**src/hdl/vfv_pkg.sv**
```systemverilog
// -----------------------------------------------------------------------------
// vfv_pkg
// shared widths, codes and helpers for the voxel face visibility core
// -----------------------------------------------------------------------------
package vfv_pkg;

   localparam int COORD_W      = 5;
   localparam int TYPE_W       = 8;
   localparam int EDGE_W       = 6;
   localparam int MASK_W       = 6;
   localparam int MAX_EDGE_DEF = 32;

   localparam logic [EDGE_W-1:0] EDGE_RESET = 6'd16;
   localparam logic [TYPE_W-1:0] AIR_TYPE   = 8'd0;
   localparam logic [TYPE_W-1:0] EMPTY_TYPE = 8'd6;
   localparam logic [MASK_W-1:0] FULL_MASK  = 6'd63;

   localparam logic CMD_WRITE = 1'b0;
   localparam logic CMD_QUERY = 1'b1;

   typedef struct packed {
      logic              inside_res;
      logic [MASK_W-1:0] neighbour_mask;
      logic [TYPE_W-1:0] voxel_type;
      logic              draw_cube;
   } rsp_type;

   // air and the see-through type do not cover a face
   function automatic logic is_solid(input logic [TYPE_W-1:0] t);
      return (t != AIR_TYPE) && (t != EMPTY_TYPE);
   endfunction

endpackage

```
**src/hdl/vfv_if.sv**
```systemverilog
// -----------------------------------------------------------------------------
// vfv channel interfaces
// request, response and register write channels with valid/ready
// -----------------------------------------------------------------------------
interface vfv_req_if;
   logic                        valid;
   logic                        ready;
   logic                        command;
   logic [vfv_pkg::COORD_W-1:0] coord_x;
   logic [vfv_pkg::COORD_W-1:0] coord_y;
   logic [vfv_pkg::COORD_W-1:0] coord_z;
   logic [vfv_pkg::TYPE_W-1:0]  write_type;

   modport source (output valid, command, coord_x, coord_y, coord_z, write_type,
                   input ready);
   modport sink (input valid, command, coord_x, coord_y, coord_z, write_type,
                 output ready);
endinterface

interface vfv_rsp_if;
   logic                       valid;
   logic                       ready;
   logic                       inside_res;
   logic [vfv_pkg::MASK_W-1:0] neighbour_mask;
   logic [vfv_pkg::TYPE_W-1:0] voxel_type;
   logic                       draw_cube;

   modport source (output valid, inside_res, neighbour_mask, voxel_type, draw_cube,
                   input ready);
   modport sink (input valid, inside_res, neighbour_mask, voxel_type, draw_cube,
                 output ready);
endinterface


```
**src/hdl/vfv_seq.sv**
```systemverilog
// -----------------------------------------------------------------------------
// vfv_seq
// access sequencer: clearing pass, voxel writes, seven-read neighbour query
// -----------------------------------------------------------------------------
module vfv_seq #(
   parameter int MAX_EDGE = vfv_pkg::MAX_EDGE_DEF
) (
   input  logic                                      clock,
   input  logic                                      reset,
   input  logic [vfv_pkg::EDGE_W-1:0]                eff_edge,
   vfv_req_if.sink                                   req,
   vfv_rsp_if.source                                 rsp,
   output logic                                      mem_we,
   output logic [3*$clog2(MAX_EDGE)-1:0]             mem_addr,
   output logic [vfv_pkg::TYPE_W-1:0]                mem_wdata,
   input  logic [vfv_pkg::TYPE_W-1:0]                mem_rdata
);

   localparam int CW     = $clog2(MAX_EDGE);
   localparam int ADDR_W = 3 * CW;
   localparam int CX_W   = vfv_pkg::EDGE_W;

   localparam logic [1:0] ST_CLEAR = 2'd0;
   localparam logic [1:0] ST_IDLE  = 2'd1;
   localparam logic [1:0] ST_READ  = 2'd2;
   localparam logic [1:0] ST_DONE  = 2'd3;

   localparam logic [2:0] STEP_FIRST = 3'd1;
   localparam logic [2:0] STEP_MASK0 = 3'd2;
   localparam logic [2:0] STEP_LAST  = 3'd7;

   logic [1:0]                        state_ff, state_in;
   logic [2:0]                        step_ff, step_in;
   logic [ADDR_W-1:0]                 clr_ff, clr_in;
   logic [vfv_pkg::COORD_W-1:0]       x_ff, x_in, y_ff, y_in, z_ff, z_in;
   logic [vfv_pkg::TYPE_W-1:0]        type_ff, type_in;
   logic [vfv_pkg::MASK_W-1:0]        mask_ff, mask_in;
   logic                              live_ff, live_in;
   vfv_pkg::rsp_type                  res_ff, res_in;
   vfv_pkg::rsp_type                  rsp_ff, rsp_in;
   logic                              rsp_valid_ff, rsp_valid_in;

   logic                              accept;
   logic                              out_free;
   logic                              in_inside;
   logic [CX_W-1:0]                   in_x, in_y, in_z;
   logic [CX_W-1:0]                   cx, cy, cz, ax, ay, az, c_sel, c_nb;
   logic [2:0]                        nb_idx;
   logic                              nb_ok;
   logic                              rd_issue;
   logic                              hit;
   vfv_pkg::rsp_type                  fin;

   assign accept    = req.valid && req.ready;
   assign req.ready = (state_ff == ST_IDLE);
   assign out_free  = !rsp_valid_ff || rsp.ready;

   assign in_x      = CX_W'(req.coord_x);
   assign in_y      = CX_W'(req.coord_y);
   assign in_z      = CX_W'(req.coord_z);
   assign in_inside = (in_x < eff_edge) && (in_y < eff_edge) && (in_z < eff_edge);

   assign cx = CX_W'(x_ff);
   assign cy = CX_W'(y_ff);
   assign cz = CX_W'(z_ff);

   // neighbour order per step: +x -x +y -y +z -z
   always_comb begin
      nb_idx = step_ff - STEP_FIRST;
      case (nb_idx[2:1])
         2'd0:    c_sel = cx;
         2'd1:    c_sel = cy;
         default: c_sel = cz;
      endcase
      if (nb_idx[0]) begin
         c_nb  = c_sel - CX_W'(1);
         nb_ok = (c_sel != '0);
      end else begin
         c_nb  = c_sel + CX_W'(1);
         nb_ok = (c_nb < eff_edge);
      end
      ax = cx;
      ay = cy;
      az = cz;
      case (nb_idx[2:1])
         2'd0:    ax = c_nb;
         2'd1:    ay = c_nb;
         default: az = c_nb;
      endcase
   end

   assign rd_issue = (state_ff == ST_READ) && (step_ff != STEP_LAST) && nb_ok;

   always_comb begin
      case (state_ff)
         ST_CLEAR: mem_addr = clr_ff;
         ST_IDLE:  mem_addr = {in_x[CW-1:0], in_y[CW-1:0], in_z[CW-1:0]};
         default:  mem_addr = {ax[CW-1:0], ay[CW-1:0], az[CW-1:0]};
      endcase
   end

   assign mem_we    = (state_ff == ST_CLEAR)
                   || (accept && (req.command == vfv_pkg::CMD_WRITE) && in_inside);
   assign mem_wdata = (state_ff == ST_CLEAR) ? vfv_pkg::AIR_TYPE : req.write_type;

   assign hit = live_ff && vfv_pkg::is_solid(mem_rdata);

   always_comb begin
      mask_in = mask_ff;
      if (state_ff == ST_READ && step_ff >= STEP_MASK0) begin
         mask_in = mask_ff | (vfv_pkg::MASK_W'(hit) << (step_ff - STEP_MASK0));
      end
      fin.inside_res     = 1'b1;
      fin.neighbour_mask = mask_in;
      fin.voxel_type     = type_ff;
      fin.draw_cube      = (type_ff inside {[8'd1:8'd5]}) && (mask_in != vfv_pkg::FULL_MASK);
   end

   always_comb begin
      state_in     = state_ff;
      step_in      = step_ff;
      clr_in       = clr_ff;
      x_in         = x_ff;
      y_in         = y_ff;
      z_in         = z_ff;
      type_in      = type_ff;
      live_in      = rd_issue;
      res_in       = res_ff;
      rsp_in       = rsp_ff;
      rsp_valid_in = rsp_valid_ff && !rsp.ready;

      case (state_ff)
         ST_CLEAR: begin
            clr_in = clr_ff + ADDR_W'(1);
            if (clr_ff == '1) begin
               state_in = ST_IDLE;
            end
         end
         ST_IDLE: begin
            if (accept) begin
               x_in = req.coord_x;
               y_in = req.coord_y;
               z_in = req.coord_z;
               if (req.command == vfv_pkg::CMD_QUERY && in_inside) begin
                  state_in = ST_READ;
                  step_in  = STEP_FIRST;
               end else begin
                  res_in.inside_res     = in_inside;
                  res_in.neighbour_mask = '0;
                  res_in.voxel_type     = vfv_pkg::AIR_TYPE;
                  res_in.draw_cube      = 1'b0;
                  state_in              = ST_DONE;
               end
            end
         end
         ST_READ: begin
            step_in = step_ff + 3'd1;
            // centre voxel read was issued in the accept cycle
            if (step_ff == STEP_FIRST) begin
               type_in = mem_rdata;
            end
            if (step_ff == STEP_LAST) begin
               if (out_free) begin
                  rsp_in       = fin;
                  rsp_valid_in = 1'b1;
                  state_in     = ST_IDLE;
               end else begin
                  res_in   = fin;
                  state_in = ST_DONE;
               end
            end
         end
         ST_DONE: begin
            if (out_free) begin
               rsp_in       = res_ff;
               rsp_valid_in = 1'b1;
               state_in     = ST_IDLE;
            end
         end
         default: begin
            state_in = ST_CLEAR;
         end
      endcase
   end

   always_ff @(posedge clock) begin
      if (reset) begin
         state_ff     <= ST_CLEAR;
         step_ff      <= STEP_FIRST;
         clr_ff       <= '0;
         rsp_valid_ff <= 1'b0;
      end else begin
         state_ff     <= state_in;
         step_ff      <= step_in;
         clr_ff       <= clr_in;
         rsp_valid_ff <= rsp_valid_in;
      end
   end

   always_ff @(posedge clock) begin
      x_ff    <= x_in;
      y_ff    <= y_in;
      z_ff    <= z_in;
      type_ff <= type_in;
      mask_ff <= (state_ff == ST_IDLE) ? '0 : mask_in;
      live_ff <= live_in;
      res_ff  <= res_in;
      rsp_ff  <= rsp_in;
   end

   assign rsp.valid          = rsp_valid_ff;
   assign rsp.inside_res     = rsp_ff.inside_res;
   assign rsp.neighbour_mask = rsp_ff.neighbour_mask;
   assign rsp.voxel_type     = rsp_ff.voxel_type;
   assign rsp.draw_cube      = rsp_ff.draw_cube;

   a_we_state : assert property (@(posedge clock) disable iff (reset)
      mem_we |-> (state_ff == ST_CLEAR || state_ff == ST_IDLE))
      else $error("store written outside clearing pass or accept cycle");

   a_query_start : assert property (@(posedge clock) disable iff (reset)
      (accept && req.command == vfv_pkg::CMD_QUERY && in_inside)
      |=> (state_ff == ST_READ && step_ff == STEP_FIRST))
      else $error("inside query did not start its read sequence");

   a_step_range : assert property (@(posedge clock) disable iff (reset)
      (state_ff == ST_READ) |-> (step_ff >= STEP_FIRST))
      else $error("read step out of range");

   a_clear_end : assert property (@(posedge clock) disable iff (reset)
      (state_ff == ST_CLEAR && clr_ff == '1) |=> (state_ff == ST_IDLE))
      else $error("clearing pass did not end");

   a_fin_load : assert property (@(posedge clock) disable iff (reset)
      (state_ff == ST_READ && step_ff == STEP_LAST && out_free) |=> rsp_valid_ff)
      else $error("finished query not presented");

endmodule

```
**src/flat_wrapper.sv**
```systemverilog
// flat-port wrapper written by rule: the top's interface ports become plain ports
module vfv_seq_flat 
#(
   parameter int MAX_EDGE = vfv_pkg::MAX_EDGE_DEF
)
  (clock, reset, eff_edge, mem_we, mem_addr, mem_wdata, mem_rdata, req_valid, req_command, req_coord_x, req_coord_y, req_coord_z, req_write_type, req_ready, rsp_valid, rsp_inside_res, rsp_neighbour_mask, rsp_voxel_type, rsp_draw_cube, rsp_ready);
  vfv_req_if req_i ();
  vfv_rsp_if rsp_i ();
  input  logic clock;
  input  logic reset;
  input  logic [vfv_pkg::EDGE_W-1:0] eff_edge;
  output logic mem_we;
  output logic [3*$clog2(MAX_EDGE)-1:0] mem_addr;
  output logic [vfv_pkg::TYPE_W-1:0] mem_wdata;
  input  logic [vfv_pkg::TYPE_W-1:0] mem_rdata;
  input wire logic [$bits(req_i.valid)-1:0] req_valid;
  input wire logic [$bits(req_i.command)-1:0] req_command;
  input wire logic [$bits(req_i.coord_x)-1:0] req_coord_x;
  input wire logic [$bits(req_i.coord_y)-1:0] req_coord_y;
  input wire logic [$bits(req_i.coord_z)-1:0] req_coord_z;
  input wire logic [$bits(req_i.write_type)-1:0] req_write_type;
  output wire logic [$bits(req_i.ready)-1:0] req_ready;
  output wire logic [$bits(rsp_i.valid)-1:0] rsp_valid;
  output wire logic [$bits(rsp_i.inside_res)-1:0] rsp_inside_res;
  output wire logic [$bits(rsp_i.neighbour_mask)-1:0] rsp_neighbour_mask;
  output wire logic [$bits(rsp_i.voxel_type)-1:0] rsp_voxel_type;
  output wire logic [$bits(rsp_i.draw_cube)-1:0] rsp_draw_cube;
  input wire logic [$bits(rsp_i.ready)-1:0] rsp_ready;
  assign req_i.valid = req_valid;
  assign req_i.command = req_command;
  assign req_i.coord_x = req_coord_x;
  assign req_i.coord_y = req_coord_y;
  assign req_i.coord_z = req_coord_z;
  assign req_i.write_type = req_write_type;
  assign req_ready = req_i.ready;
  assign rsp_valid = rsp_i.valid;
  assign rsp_inside_res = rsp_i.inside_res;
  assign rsp_neighbour_mask = rsp_i.neighbour_mask;
  assign rsp_voxel_type = rsp_i.voxel_type;
  assign rsp_draw_cube = rsp_i.draw_cube;
  assign rsp_i.ready = rsp_ready;
  vfv_seq #(.MAX_EDGE(MAX_EDGE)) u_core (.clock(clock), .reset(reset), .eff_edge(eff_edge), .req(req_i), .rsp(rsp_i), .mem_we(mem_we), .mem_addr(mem_addr), .mem_wdata(mem_wdata), .mem_rdata(mem_rdata));
endmodule
```
**config.mk**
```make
export PLATFORM = sky130hd
export DESIGN_NAME = vfv_seq_flat
export DESIGN_NICKNAME = d
export VERILOG_FILES = /design/src/hdl/vfv_pkg.sv /design/src/hdl/vfv_if.sv /design/src/hdl/vfv_seq.sv /design/src/flat_wrapper.sv
export SDC_FILE = /design/constraint.sdc
export NUM_CORES = 1
export LEC_CHECK = 0
export BUFFER_PORTS_ARGS = -buffer_cell sky130_fd_sc_hd__buf_2
export CORE_AREA = 2 2 99 101
export CTS_CLUSTER_SIZE = 16
export DETAILED_ROUTE_END_ITERATION = 7
export DIE_AREA = 0 0 101 103
export GPL_ROUTABILITY_DRIVEN = 0
export HOLD_SLACK_MARGIN = 0.06
export MAX_ROUTING_LAYER = met4
export PLACE_DENSITY = 0.76
export SLEW_MARGIN = 10
export SYNTH_ARGS = -nofsm -noshare
export SYNTH_HDL_FRONTEND = slang
export SYNTH_SLANG_ARGS = --single-unit
export TNS_END_PERCENT = 20
```
**constraint.sdc**
```tcl
create_clock -name clock -period 3.3 [get_ports clock]
set_clock_uncertainty 0.2 [all_clocks]
set_input_delay 0.165 -clock clock [delete_from_list [all_inputs] [get_ports clock]]
set_output_delay 0.165 -clock clock [all_outputs]
set_load 0.005 [all_outputs]
```
==> out/qor.tcl, run 1 <==
set qor(hold_violations) 0
set qor(clkSlewWorstSetupHoldPaths_ns) 0.09
set qor(wl_per_cell_um) 17.2
set qor(clock.fmax_mhz) 307
set qor(die-height_um) 103
set qor(place.detailed.hpwl_um) 8070
set qor(synth_area_leader_cell) {edfxtp_1}
set qor(grtUsageMet1_pct) 27.7
set qor(number_of_antenna_violations_at_the_first_check_in_global_routing) 0
set qor(grt_pass1_wl_um) 18600
set qor(cap_violations) 0
set qor(number_of_synthesized_flops_with_an_enable_pin) 55
set qor(post_drt_via_cell_ratio) 5.77
set qor(nets) 632
set qor(buffer_ports.inserted) 83
set qor(arrival_ns) 2.89
set qor(synth_ff_type) {edfxtp_1}
set qor(setup.reg_to_reg.worst_slack_ns) 0.39
set qor(cts_buffer_depth) 2
set qor(critical_path.startpoint_type) {register}
set qor(placedCellCount) 634
set qor(grt_overall_usage_pct) 24.1
set qor(layout.cells.most_common_list) {buf_2, edfxtp_1, nor2_1}
set qor(synthesis.instances) 444
set qor(die_wd_um) 101
set qor(dr.first_iter.drc_count) 186
set qor(total_buffers_and_inverters_traversed_by_the_critical_path) 3
set qor(top_level_ports) 84
set qor(first_global_vias) 3860
set qor(finalCritPeriodShare_pct) 98.7
set qor(critical_path.cell_chain) {clkinv_2 > ha_4 > mux2_2 > mux2_4 > ha_4 > buf_4 > and2_1 > o21ai_0 > xor2_1 > o21ai_0 > buf_2}
set qor(finish.cell_count_without_fillers) 680
set qor(drive_above_1_share_pct) 26.3
set qor(outcome) {completed}
set qor(max_stage_delay_ns) 0.34
set qor(clk_latency_ns) 0.38
set qor(holdCritPathClass) {input port to register}
set qor(std_cell_rows) 36
set qor(die_area_um2) 10400
set qor(syn-num-nets) 515
set qor(gr-usage-met3_pct) 3.25
set qor(crit_path_start) {u_core.step_ff[0]}
set qor(critPathTopFamily) {multiplexers}
set qor(count_of_final_setup_violators) 0
set qor(num_antenna_cells) 0
set qor(report.final.slew_viol_count) 0
set qor(firstDrtPassIters) 5
set qor(ys_async_sr_fraction_pct) 0
set qor(ctsHtreeMaxLevel) 3
set qor(grt-busiest-layer) {met2}
set qor(worst_ir_drop_vdd_mv) 0.186
set qor(route.antenna.remaining_nets) 0
set qor(initial_core_util_pct) 49.3
set qor(final_common_cell) {buf_2}
set qor(cts_buffers) 9
set qor(cp_max_fo) 7
set qor(max-slew-margin-rel_pct) 59.1
set qor(synth.lib_cells_used.distinct) 52
set qor(synth.yosys.seq_area_share_pct) 47.5
set qor(cts.root.buffer_cell) {clkbuf_8}
set qor(synthTopCellsByArea) {edfxtp_1, dfxtp_1, ha_1}
set qor(classification_of_the_worst_setup_path) {register to output port}
set qor(synth_area_um2) 4660
set qor(worst_ep_required_time_ns) 2.93
set qor(crit_path_end_kind) {output port}
set qor(synth.yosys.warnings) 0
set qor(cts.sinks) 83
set qor(worstReg2RegStart) {u_core.step_ff[0]}
set qor(worst-slew-pin-transition_ns) 0.614
set qor(number_of_storage_elements_in_the_synthesis_netlist) 83
set qor(period_minus_slack_ns) 3.26
set qor(setup_tns_ns) 0
set qor(grt_remaining_overflow) 0
set qor(synthesis.area_per_instance_um2) 10.5
set qor(route.final.wire_length_um) 11700
set qor(power_density_nw_per_um2) 396
set qor(via_count) 3926
set qor(grt_max_degree) 26
set qor(met2_demand_to_capacity_share_in_global_routing_pct) 40.2
set qor(power_leakage_uw) 0.00235
set qor(final_util_pct) 61.2
set qor(worst_setup_path_end) {mem_addr[2]}
set qor(rr_endpoint) {u_core.live_ff}
set qor(core_area_um2) 9460
set qor(path_depth) 11
set qor(drc) 0
set qor(synth_top_cell_area_share_pct) 35.4
set qor(r2r.worst_path.cells) 12
set qor(layout-area-overhead-vs-synth_pct) 24.2
set qor(tritoncts) {done}
set qor(timing.critical_path.slowest_stage_cell) {dfxtp_2}
[cell usage after synthesis (2+ instances only)]
| cell type | count |
|---|---|
| a2111oi_0 | 3 |
| a211oi_1 | 2 |
| a21boi_0 | 2 |
| a21o_1 | 3 |
| a21oi_1 | 15 |
| a22o_1 | 3 |
| a22oi_1 | 13 |
| a31o_2 | 2 |
| a31oi_1 | 4 |
| a32oi_1 | 2 |
| and2_1 | 11 |
| and3_1 | 5 |
| and4_1 | 3 |
| clkbuf_1 | 18 |
| dfxtp_1 | 28 |
| edfxtp_1 | 55 |
| ha_1 | 29 |
| inv_1 | 18 |
| mux2_2 | 15 |
| mux2i_1 | 15 |
| nand2_1 | 21 |
| nand2b_1 | 9 |
| nand3_1 | 11 |
| nand3b_1 | 2 |
| nand4_1 | 5 |
| nor2_1 | 45 |
| nor2b_1 | 9 |
| nor3_1 | 9 |
| nor3b_1 | 2 |
| nor4_1 | 3 |
| o211ai_1 | 3 |
| o21a_1 | 5 |
| o21ai_0 | 18 |
| o22ai_1 | 4 |
| o2bb2ai_1 | 2 |
| o31ai_1 | 2 |
| or2_2 | 4 |
| or3_1 | 3 |
| xnor2_1 | 11 |
| xor2_1 | 18 |
[kinds of logic (layout without fill, tap and decap cells)]
group / after synthesis / count (layout) / share of synthesized area [%]
AND/OR/NAND/NOR: 144 / 144 / 15.9
AO/OA/AOI/OAI: 90 / 90 / 13.0
flip-flops: 83 / 83 / 47.5
buffers and inverters: 38 / 160 / 3.22
multiplexers: 31 / 31 / 7.17
adder cells (fa/ha/maj): 29 / 29 / 7.79
XOR/XNOR: 29 / 29 / 5.45
[repair_timing]
item	4_1_cts	5_1_grt
endpoints found under the setup margin	9	5
buffers inserted	1	4
pin swaps	2	4
gates resized for setup	9	7
hold buffers	25	0
gates cloned	0	0
endpoints found under the hold margin	40	0
[state kept, by name (all words and copies together) (netlist names)]
name and flops:
u_core.step_ff 3, u_core.mask_ff 6, u_core.x_ff 5, u_core.y_ff 5, u_core.rsp.inside_res 1, u_core.clr_ff 15
u_core.res_ff 16, u_core.rsp.voxel_type 8, u_core.rsp.valid 1, u_core.z_ff 5, u_core.rsp.draw_cube 1, u_core.state_ff 2
u_core.type_ff 8, u_core.live_ff 1, u_core.rsp.neighbour_mask 6
[per-stage QoR]
step / hold WS, ns / area [µm²] / setup WS, ns / total power [µW]
3_5_place_dp: 0.160 / 5250 / 0.139 / 1500
3_3_place_gp: 0.159 / 5250 / 0.190 / 1500
4_1_cts: 0.0875 / 5750 / 0.0168 / 2290
5_1_grt: 0.134 / 5790 / -0.00818 / 2380
6_report: 0.0768 / 5790 / 0.0431 / 2290
2_1_floorplan: 0.0639 / 4660 / 0.0934 / 1360
[report_power, final]
| part | total [µW] | switching, µW | internal, µW |
|---|---|---|---|
| registers | 1160 | 22.9 | 1140 |
| clock network | 771 | 409 | 361 |
| logic | 358 | 191 | 167 |
| total | 2290 | 623 | 1670 |
[layout make-up]
| class | count | area, µm² |
|---|---|---|
| Multi-Input combinational cell | 323 | 2350 |
| Clock inverter | 7 | 81.3 |
| Inverter | 19 | 72.6 |
| Timing Repair Buffer | 125 | 806 |
| Tap cell | 114 | 143 |
| Clock buffer | 9 | 124 |
| Sequential cell | 83 | 2210 |
| Fill cell | 770 | 3670 |
[routing by layer]
metal / wire [µm] / vias up / share of wire (%)
met2: 5840 / 182 / 50
met3: 642 / 30 / 5.5
met5: 0 / - / 0
met4: 493 / 0 / 4.2
met1: 4710 / 1853 / 40
li1: - / 1861 / -
[worst min-delay path by stage]
stage | from | endpoint | slack [ns] | depth (start not counted)
after floorplan | mem_rdata[0] | u_core.type_ff[0] | 0.06 | 0
after global placement | mem_rdata[6] | u_core.type_ff[6] | 0.16 | 1
after detailed placement | mem_rdata[7] | u_core.type_ff[7] | 0.16 | 1
after CTS | rsp_ready | u_core.rsp.valid | 0.09 | 4
after global routing | rsp_ready | u_core.rsp.valid | 0.13 | 4
final | rsp_ready | u_core.rsp.valid | 0.08 | 4
[worst min-delay path, stage by stage]
cell      delay, ns
buf_2          0.08
nor2b_1        0.08
a211oi_1       0.23
nor2_1         0.05
Note: power is estimated with default switching activity, not from simulation.
==> run 2, diff against run 1 <==
--- a/config.mk
+++ b/config.mk
@@ -6,14 +6,16 @@
 export NUM_CORES = 1
 export LEC_CHECK = 0
 export BUFFER_PORTS_ARGS = -buffer_cell sky130_fd_sc_hd__buf_2
-export CORE_AREA = 2 2 99 101
+export CELL_PAD_IN_SITES_DETAIL_PLACEMENT = 1
+export CELL_PAD_IN_SITES_GLOBAL_PLACEMENT = 2
+export CORE_AREA = 2 2 117 119
 export CTS_CLUSTER_SIZE = 16
 export DETAILED_ROUTE_END_ITERATION = 7
-export DIE_AREA = 0 0 101 103
+export DIE_AREA = 0 0 119 121
 export GPL_ROUTABILITY_DRIVEN = 0
 export HOLD_SLACK_MARGIN = 0.06
 export MAX_ROUTING_LAYER = met4
-export PLACE_DENSITY = 0.76
+export PLACE_DENSITY_LB_ADDON = 0.1
 export SLEW_MARGIN = 10
 export SYNTH_ARGS = -nofsm -noshare
 export SYNTH_HDL_FRONTEND = slang
==> constraint.sdc (replaced) <==
create_clock -name clock -period 3.42 [get_ports clock]
set_clock_uncertainty 0.2 [all_clocks]
set_input_delay 0.171 -clock clock [delete_from_list [all_inputs] [get_ports clock]]
set_output_delay 0.171 -clock clock [all_outputs]
set_load 0.005 [all_outputs]
==> out/qor.tcl, run 2 (synthesized netlist as in run 1, its figures left out) <==
set qor(initial_core_util_pct) 35.6
set qor(arrival_ns) 2.95
set qor(cts_buffers) 9
set qor(core_area_um2) 13100
set qor(largest-register) {u_core.res_ff}
set qor(grt_remaining_overflow) 0
set qor(drive_above_1_share_pct) 26.3
set qor(setup_tns_ns) 0
set qor(whs_endpoint) {u_core.clr_ff[8]}
set qor(drc) 0
set qor(max-slew-margin-rel_pct) 43.8
set qor(buffer_ports.inserted) 83
set qor(firstDrtPassIters) 5
set qor(number_of_antenna_violations_at_the_first_check_in_global_routing) 0
set qor(grt_overall_usage_pct) 20.3
set qor(largest_register_ff_count) 16
set qor(timing.critical_path.slowest_stage_cell) {dfxtp_4}
set qor(wl_per_cell_um) 18.5
set qor(hold_start) {reset}
set qor(via_count) 3875
set qor(cts_buffer_depth) 2
set qor(post_drt_via_cell_ratio) 5.22
set qor(layout-area-overhead-vs-synth_pct) 27.9
set qor(route.antenna.remaining_nets) 0
set qor(nFillCells) 1457
set qor(clock.fmax_mhz) 301
set qor(cp_max_fo) 8
set qor(power_density_nw_per_um2) 410
set qor(place_area_um2) 5330
set qor(critical_path.startpoint_type) {register}
set qor(top_level_ports) 84
set qor(period_minus_slack_ns) 3.32
set qor(route.final.wire_length_um) 13700
set qor(reg.largest.list) {u_core.res_ff (16), u_core.clr_ff (15)}
set qor(report.final.slew_viol_count) 0
set qor(std_cell_rows) 42
set qor(die-height_um) 121
set qor(final_area_um2) 5960
set qor(first_global_vias) 4091
set qor(clkSlewWorstSetupHoldPaths_ns) 0.06
set qor(worst_hold_path.num_cells) 2
set qor(grt_max_degree) 26
set qor(final_common_cell) {buf_2}
set qor(cts.sinks) 83
set qor(worstReg2RegStart) {u_core.step_ff[1]}
set qor(grt_pass1_wl_um) 21700
set qor(dp_worst_setup_slack_ns) 0.112
set qor(power_leakage_uw) 0.00240
set qor(die_area_um2) 14400
set qor(worst-slew-pin-transition_ns) 0.843
set qor(tritoncts) {done}
set qor(critical-path-top-cell-by-count) {ha_4}
set qor(classification_of_the_worst_setup_path) {register to output port}
set qor(finalCritPeriodShare_pct) 97.2
set qor(hold_violations) 0
set qor(fin_total_pwr_uw) 2440
set qor(max_stage_delay_ns) 0.38
set qor(count_of_final_setup_violators) 0
set qor(die_wd_um) 119
set qor(worst_ir_drop_vdd_mv) 0.186
set qor(layout.cells.most_common_list) {buf_2, edfxtp_1, nor2_1}
set qor(clk_latency_ns) 0.35
set qor(multiInputGateArea_um2) 2360
set qor(final_util_pct) 45.5
set qor(rr_endpoint) {u_core.live_ff}
set qor(crit_path_end_kind) {output port}
set qor(critical_path.cell_chain) {inv_2 > ha_4 > mux2_2 > mux2_4 > ha_4 > or2_2 > o22ai_4 > o21ai_0 > a221o_1 > buf_2}
set qor(dr.first_iter.drc_count) 163
set qor(holdCritPathClass) {input port to register}
set qor(worst_slack_ns) 0.0971
set qor(cap_violations) 0
set qor(outcome) {completed}
set qor(r2r.worst_path.cells) 14
set qor(worst_ep_required_time_ns) 3.05
set qor(num_antenna_cells) 0
set qor(ff_latch_area_um2) 2220
set qor(cts.root.buffer_cell) {clkbuf_16}
set qor(setup.reg_to_reg.worst_slack_ns) 0.43
set qor(nets) 632
set qor(place.detailed.hpwl_um) 10100
set qor(ctsHtreeMaxLevel) 3
==> run 2: how the worst max path moves through the flow <==
stage                      start           end
2_1_floorplan  u_core.step_ff[0]   mem_addr[1]
3_3_place_gp   u_core.step_ff[1]   mem_addr[4]
3_5_place_dp   u_core.step_ff[1]   mem_addr[4]
4_1_cts        u_core.step_ff[1]   mem_addr[1]
5_1_grt        u_core.step_ff[1]  mem_addr[14]
6_report       u_core.step_ff[1]   mem_addr[1]
==> run 2: what timing repair did <==
action / 4_1_cts / 5_1_grt
pin swaps: 1 / 3
gates resized for setup: 7 / 10
hold buffers: 24 / 0
endpoints found under the setup margin: 9 / 6
setup buffers: 2 / 1
endpoints found under the hold margin: 24 / 0
==> run 2: power by group <==
part	internal, µW	leakage (µW)	switching (µW)
Combinational	156	0.00153	191
Sequential	1100	0.000735	22.2
Clock	561	0.000133	411
==> run 2: routing by layer <==
layer / track usage, % / wire [µm] / part of all wire, %
met3: 2.30 / 377 / 2.8
met1: 24.1 / 5930 / 43
met5: - / 0 / 0
met2: 35.2 / 7070 / 52
met4: 8.11 / 316 / 2.3
==> run 2: final cells by class <==
cell class / instances / share of cell area (%)
clock inverters: 7 / 1.11
inverters: 19 / 1.20
multi-input cells: 323 / 39.7
clock buffers: 9 / 3.78
well taps: 176 / 3.70
flip-flops and latches: 83 / 37.2
repair buffers: 125 / 13.3
==> run 2: critical path, delay by kind of cell, from the launching register on <==
| kind | cells | cell delay (ns) |
|---|---|---|
| flops | 1 | 0.38 |
| fa+ha+maj | 2 | 0.49 |
| mux | 2 | 0.65 |
| compound gates | 3 | 0.58 |
| buf+inv | 2 | 0.20 |
| simple gates | 1 | 0.30 |
==> run 2: per-stage QoR <==
| stage | hold WS (ns) | cells |
|---|---|---|
| 2_1_floorplan | 0.0699 | 444 |
| 3_3_place_gp | 0.177 | 699 |
| 3_5_place_dp | 0.177 | 699 |
| 4_1_cts | 0.0603 | 741 |
| 5_1_grt | 0.0832 | 742 |
| 6_report | 0.0518 | 742 |
